<file path="src/sv/lpht_pkg.sv">
`default_nettype none
package lpht_pkg;

	localparam int MAX_CAPACITY = 1024;
	localparam int KEY_BYTES    = 8;
	localparam int IDX_W        = 10;
	localparam int CNT_W        = 11;
	localparam int ADDR_W       = 11;
	localparam int DEPTH        = 2 * MAX_CAPACITY;

	localparam logic [1:0] ST_INSERTED  = 2'd0;
	localparam logic [1:0] ST_FOUND     = 2'd1;
	localparam logic [1:0] ST_NOT_FOUND = 2'd2;
	localparam logic [1:0] ST_FULL      = 2'd3;

	localparam logic ACT_INSERT = 1'b0;
	localparam logic ACT_LOOKUP = 1'b1;

	typedef struct packed {
		logic        used;
		logic [15:0] value;
		logic [63:0] key;
	} entry_t;

	typedef struct packed {
		logic              we;
		logic [ADDR_W-1:0] waddr;
		entry_t            wdata;
		logic [ADDR_W-1:0] raddr;
	} mem_req_t;

	// Keep bytes up to the first zero byte
	function automatic logic [63:0] trim_key(input logic [63:0] raw);
		logic [63:0] k;
		logic        live;
		k    = '0;
		live = 1'b1;
		for (int i = 0; i < KEY_BYTES; i++) begin
			if (raw[8*i +: 8] == 8'd0)
				live = 1'b0;
			if (live)
				k[8*i +: 8] = raw[8*i +: 8];
		end
		return k;
	endfunction

	function automatic logic [CNT_W-1:0] byte_sum(input logic [63:0] k);
		logic [CNT_W-1:0] s;
		s = '0;
		for (int i = 0; i < 8; i++)
			s = s + {3'd0, k[8*i +: 8]};
		return s;
	endfunction

endpackage
`default_nettype wire

</file>
<file path="src/sv/lpht_mod.sv">
`default_nettype none
// Restoring remainder, one quotient bit per cycle
module lpht_mod (
	input  logic                       clk,
	input  logic                       arst_n,
	input  logic                       start,
	input  logic [lpht_pkg::CNT_W-1:0] dividend,
	input  logic [lpht_pkg::CNT_W-1:0] divisor,
	output logic                       done,
	output logic [lpht_pkg::CNT_W-1:0] rem
);

	localparam int W  = lpht_pkg::CNT_W;
	localparam int SW = $clog2(W);

	logic [W-1:0]   rem_q;
	logic [W-1:0]   div_q;
	logic [SW-1:0]  step_q;
	logic           run_q;
	logic           done_q;
	logic [2*W-1:0] shifted;
	logic           fits;

	assign shifted = {{W{1'b0}}, div_q} << step_q;
	assign fits    = {{W{1'b0}}, rem_q} >= shifted;

	always_ff @(posedge clk or negedge arst_n) begin
		if (!arst_n) begin
			run_q  <= 1'b0;
			done_q <= 1'b0;
			step_q <= '0;
		end else begin
			done_q <= 1'b0;
			if (start) begin
				run_q  <= 1'b1;
				step_q <= SW'(W - 1);
			end else if (run_q) begin
				if (step_q == '0) begin
					run_q  <= 1'b0;
					done_q <= 1'b1;
				end else begin
					step_q <= step_q - 1'b1;
				end
			end
		end
	end

	always_ff @(posedge clk) begin
		if (start) begin
			rem_q <= dividend;
			div_q <= divisor;
		end else if (run_q && fits) begin
			rem_q <= rem_q - shifted[W-1:0];
		end
	end

	assign done = done_q;
	assign rem  = rem_q;

endmodule
`default_nettype wire

</file>
<file path="config.mk">
export PLATFORM = sky130hd
export DESIGN_NAME = lpht_mod
export DESIGN_NICKNAME = d
export VERILOG_FILES = /design/src/sv/lpht_pkg.sv /design/src/sv/lpht_mod.sv
export SDC_FILE = /design/constraint.sdc
export NUM_CORES = 1
export LEC_CHECK = 0
export BUFFER_PORTS_ARGS = -buffer_cell sky130_fd_sc_hd__buf_4
export CORE_MARGIN = 2
export CORE_UTILIZATION = 50
export DETAILED_ROUTE_END_ITERATION = 7
export GPL_TIMING_DRIVEN = 0
export PLACE_DENSITY_LB_ADDON = 0.08
export SLEW_MARGIN = 0
export SYNTH_ARGS = -nofsm -noshare
export SYNTH_HDL_FRONTEND = slang
export SYNTH_SLANG_ARGS = --single-unit
</file>
<file path="constraint.sdc">
create_clock -name clk -period 3.26 [get_ports clk]
set_input_delay 0.652 -clock clk [delete_from_list [all_inputs] [get_ports clk]]
set_output_delay 0.652 -clock clk [all_outputs]
set_load 0.1 [all_outputs]
</file>
* After elaboration in Yosys (flattened, before gate mapping)
Index checks and enable logic that the tools add are counted.
Operators by class: reduce and logical (&&, ||, !) cells 5, equality and inequality tests 1, magnitude comparators 1, shift operators 1, multiplexer cells 11, $add $sub $neg 2
Operators with widths (number):
- $ge A11 B22 Y1 | 1
- $mux W11 | 2
- $shl A11 B4 Y22 | 1
- $mux W4 | 3
- $sub A11 B11 Y11 | 1
- $mux W1 | 6
- $logic_not A4 Y1 | 1
- $reduce_bool A2 Y1 | 2
- $sub A4 B1 Y4 const B | 1
- $ne A2 B2 Y1 const B | 1
- $reduce_and A2 Y1 | 1
- $logic_and A1 B1 Y1 | 1
Storage, ports and cells: output and inout port bits 12, register bits 28, logic and storage cells 26

* Depth between registers and ports, before layout
word-level depth 5, mapped depth 14, gate-level depth less buffers 13

* Least setup slack after synthesis
Ideal clock, no wire load.
kind register to register, from register rem_q[0] (netlist: rem[0]), to register rem_q[0] (netlist: rem[0]), enable pin, stages on the path, launching flop included 11, arrival 2.802 ns, buffers on the path 0, setup slack 0.076 ns, period minus slack after synthesis 3.184 ns, cells stage by stage edfxtp_1 -> inv_1 -> ha_1 -> inv_1 -> fa_1 -> a211oi_1 -> o21ai_1 -> a211oi_2 -> o21ai_0 -> a31oi_1 -> o31ai_2
On the way: cells in the longest elaborated chain, start to end 3
Ends and longest elaborated chain:
- start, declared | RTL line lpht_mod.sv:16 | logic [W-1:0] rem_q;
- start signal, assigned | RTL line lpht_mod.sv:50 | rem_q <= dividend;
- start signal, assigned | RTL line lpht_mod.sv:53 | rem_q <= rem_q - shifted[W-1:0];
- $ge A11 B22 Y1 | RTL line lpht_mod.sv:25 | assign fits = {{W{1'b0}}, rem_q} >= shifted;
- $logic_and A1 B1 Y1 | RTL line lpht_mod.sv:52 | end else if (run_q && fits) begin
- $reduce_bool A2 Y1 (no source line)
Every way passes these cells. A chain may end at the register's enable or synchronous reset.

* Worst setup path in the final report
from register step_q[0], to register rem_q[8] (netlist: rem[8]), data pin
On the way: cells in the longest elaborated chain, start to end 4
Ends and longest elaborated chain:
- start, declared | RTL line lpht_mod.sv:18 | logic [SW-1:0] step_q;
- start signal, assigned | RTL line lpht_mod.sv:36 | step_q <= SW'(W - 1);
- start signal, assigned | RTL line lpht_mod.sv:42 | step_q <= step_q - 1'b1;
- $shl A11 B4 Y22 | RTL line lpht_mod.sv:24 | assign shifted = {{W{1'b0}}, div_q} << step_q;
- $sub A11 B11 Y11 | RTL line lpht_mod.sv:53
- $mux W11 | RTL line lpht_mod.sv:52
- $mux W11 | RTL line lpht_mod.sv:49 | if (start) begin
Every way passes these cells. The select of a mux whose other input is x is not followed.

==> summary.md <==
| Metric | Value |
|---|---|
| Status | finished clean |
| Crit path required time | 3310 ps |
| Sequential share of power | 0.194 |
| Antenna diodes | 0 |
| Core ar. | 3970 sq um |
| Die height | 68.1 um |
| Final core utilization | 0.686 |
| RSZ-0062 raised after global routing | yes |
| Gate power share | 0.720 |
| Dpl ws | -580 ps |
| Sink Count | 28 |
| Initial DRC Count | 112 |
| Worst VDD drop | 0.436 mV |
| Worst-Skew Late Latency | 290 ps |
| Buffers on Ports | 36 |
| Pint | 1460 uW |
| Gr usage total | 0.236 |
| Critical Path Start | step_q[0] |
| Critical R2R Launch | step_q[0] |
| Slowest cell on crit path | fa_2 |
| Net Sw Frac | 0.505 |
| WS Path Type | flop to flop |
| Leak pwr | 0.00109 uW |
| Clock skew | 4.79 ps |
| Mapped Avg Cell Area | 9.26 sq um |
| Vias per std cell | 5.78 |
| Synth top area cells | edfxtp_1 (32%), dfrtp_1 (7.3%), ha_1 (7.3%) |
| Pins over their slew limit | 0 |
| Clk pin slew, worst setup/hold paths | 100 ps |
| # fillers | 323 |
| Max_slew headroom | 0.572 |
| Critical Path Fanout Max | 10 |
| # Max-Cap Violations | 0 |
| Minimum clock period | 3150 ps |
| Initial Util | 0.518 |
| Vias in the first global route | 1697 |
| GRT overflow | 0 |
| Critical path data arrival time | 3200 ps |
| H-tree levels | 1 |
| TritonCTS clock tree | built |
| # nets final | 313 |
| Fmax achieved | 317 MHz |
| Final hold violations | 0 |
| Count of different cell masters after synthesis | 45 |
| Total Power | 2960 uW |
| Multi-input gate area | 1290 sq um |
| Critical path buffer and inverter count | 4 |
| Power share of the clock group | 0.086 |
| Syn nets | 260 |
| CTS Root Cell | clkbuf_8 |
| Vias | 1872 |
| # hold bufs at CTS | 0 |
| Top-area cell type share of the netlist area | 0.321 |
| Final setup vio count | 0 |
| Initial antenna violation count | 0 |
| Worst path top cell family by delay | compound AO/OA/AOI/OAI gates |
| Die Footprint | 4640 sq um |
| Post-DP Area | 2390 sq um |
| Post-route cell area | 2730 sq um |
| Commonest cells in the netlist | nand2_1 (37), edfxtp_1 (22), o21ai_0 (21) |
| Row count | 23 |
| RePlAce Congestion | 0.891 |
| Post-synth ARST share | 0.214 |
| PwrDens | 1080 nW/um^2 |
| Post-route setup slack | 107 ps |
| Seq cells post-synth | 28 |
| Register area | 812 sq um |
| Yosys warnings | 0 |
| Inserted Clock Buffers | 3 |
| Post-synth EDFFs | 22 |
| Largest net degree at the start of global routing | 17 |
| CP Launch Type | flop |
| Crit path cell chain | buf_6 > buf_8 > nor4_4 > ha_2 > inv_1 > fa_2 > a211oi_4 > o21ai_2 > a211oi_2 > buf_4 > nor2_1 > xor2_1 > mux2_2 |
| Layout cells sized above 1 | 0.328 |
| Die X | 68.1 um |
| Remaining DRCs | 0 |
| DRT Wirelength | 5.16 mm |
| Count leader, synth | nand2_1 |
| Top_reg_cell synth | edfxtp_1 |
| Worst-margin pin slew | 634 ps |
| Cell Area, Synth | 2060 sq um |
| Area delta synth->final | 32.6% |
| Io pins | 37 |
| CP endpoint kind | flop |
| First-pass GRT wire length | 8.15 mm |
| Sw power | 1490 uW |
| Sequential area share after synthesis | 0.394 |
| HP Class | primary input to async pin |
| CP peak stage delay | 400 ps |
| Fin crit share | 0.967 |
| Largest area contributor in the netlist | edfxtp_1 |
| DRT Pass-1 Iters | 4 |
| WL/cell | 15.9 um |
| DPL Wire Length | 3.56 mm |
| Mapped Cells | 222 |
| Clock tree buffer depth | 2 |
| Final antenna-violating net count | 0 |
==> power groups by stage <==
stage	logic [uW]	clock network (uW)	registers, uW
after global placement	1700	0	568
final	2130	255	572
after CTS	1870	253	565
after floorplan	1040	0	912
after detailed placement	1710	0	574
after global routing	2310	272	581
==> state kept, by name, summed over array words and instances (netlist names) <==
name    cells
done        1
run_q       1
rem        11
div_q      11
step_q      4
==> cell type report <==
| cell class | instances | share of cell area |
|---|---|---|
| tap | 50 | 0.0230 |
| timing repair buffer | 47 | 0.134 |
| inverter | 9 | 0.0147 |
| multi-input combinational | 176 | 0.474 |
| clock buffer | 4 | 0.0243 |
| buffer | 10 | 0.0321 |
| sequential | 28 | 0.298 |
==> kinds of logic after synthesis <==
logic type,Yosys count,share of synthesized area
buf+inv,19,0.0420
simple gates,73,0.151
compound gates,65,0.204
xor+xnor,9,0.0383
flops,28,0.394
fa+ha+maj,13,0.0828
mux,15,0.0876
==> layout by cell type, fill, tap and decap left out, types with 3 or more instances in the layout <==
cell / n
clkbuf_1: 3
nor2_1: 16
nand2_1: 36
o21ai_0: 19
xor2_1: 3
ha_1: 8
dfrtp_1: 5
o21ai_2: 3
buf_6: 3
xnor2_1: 6
mux2i_1: 7
o31ai_1: 4
a21oi_1: 11
mux2_2: 4
clkbuf_8: 3
nor3_1: 6
buf_4: 47
inv_1: 6
nand3_1: 4
o21ai_1: 7
edfxtp_1: 22
==> routing by layer <==
metal / global-route usage / vias to the layer above / part of all wire
li1: - / 929 / -
met1: 0.345 / 865 / 0.46
met2: 0.375 / 73 / 0.48
met3: 0.0296 / 5 / 0.057
met4: 0.0475 / 0 / 0.0089
met5: 0 / - / 0
==> metrics by stage <==
step,hold WS (ps),std cells,setup TNS [ps]
4_1_cts,158,317,0
3_5_place_dp,464,308,-6520
3_3_place_gp,461,308,-5890
2_1_floorplan,356,222,0
6_report,151,324,0
5_1_grt,143,324,-79.6
==> path summary, 6_finish.rpt <==
| kind | depth (start not counted) | slack, ps | end |
|---|---|---|---|
| setup / recovery | 13 | 110 | rem[8] |
| hold / removal | 1 | 150 | step_q[0] |
| setup reg to reg | 13 | 110 | rem[8] |
| hold reg to reg | 1 | 620 | done |
| max in group asynchronous | 1 | 2990 | step_q[1] |
| min in group clk | 1 | 530 | div_q[1] |
==> timing repair <==
item | in CTS | in global routing
resized for setup | 12 | 30
gates cloned | 1 | 0
buffers inserted | 4 | 8
setup endpoints to repair | 13 | 13
pin swaps | 4 | 10
Power figures use the tool's default switching activity.
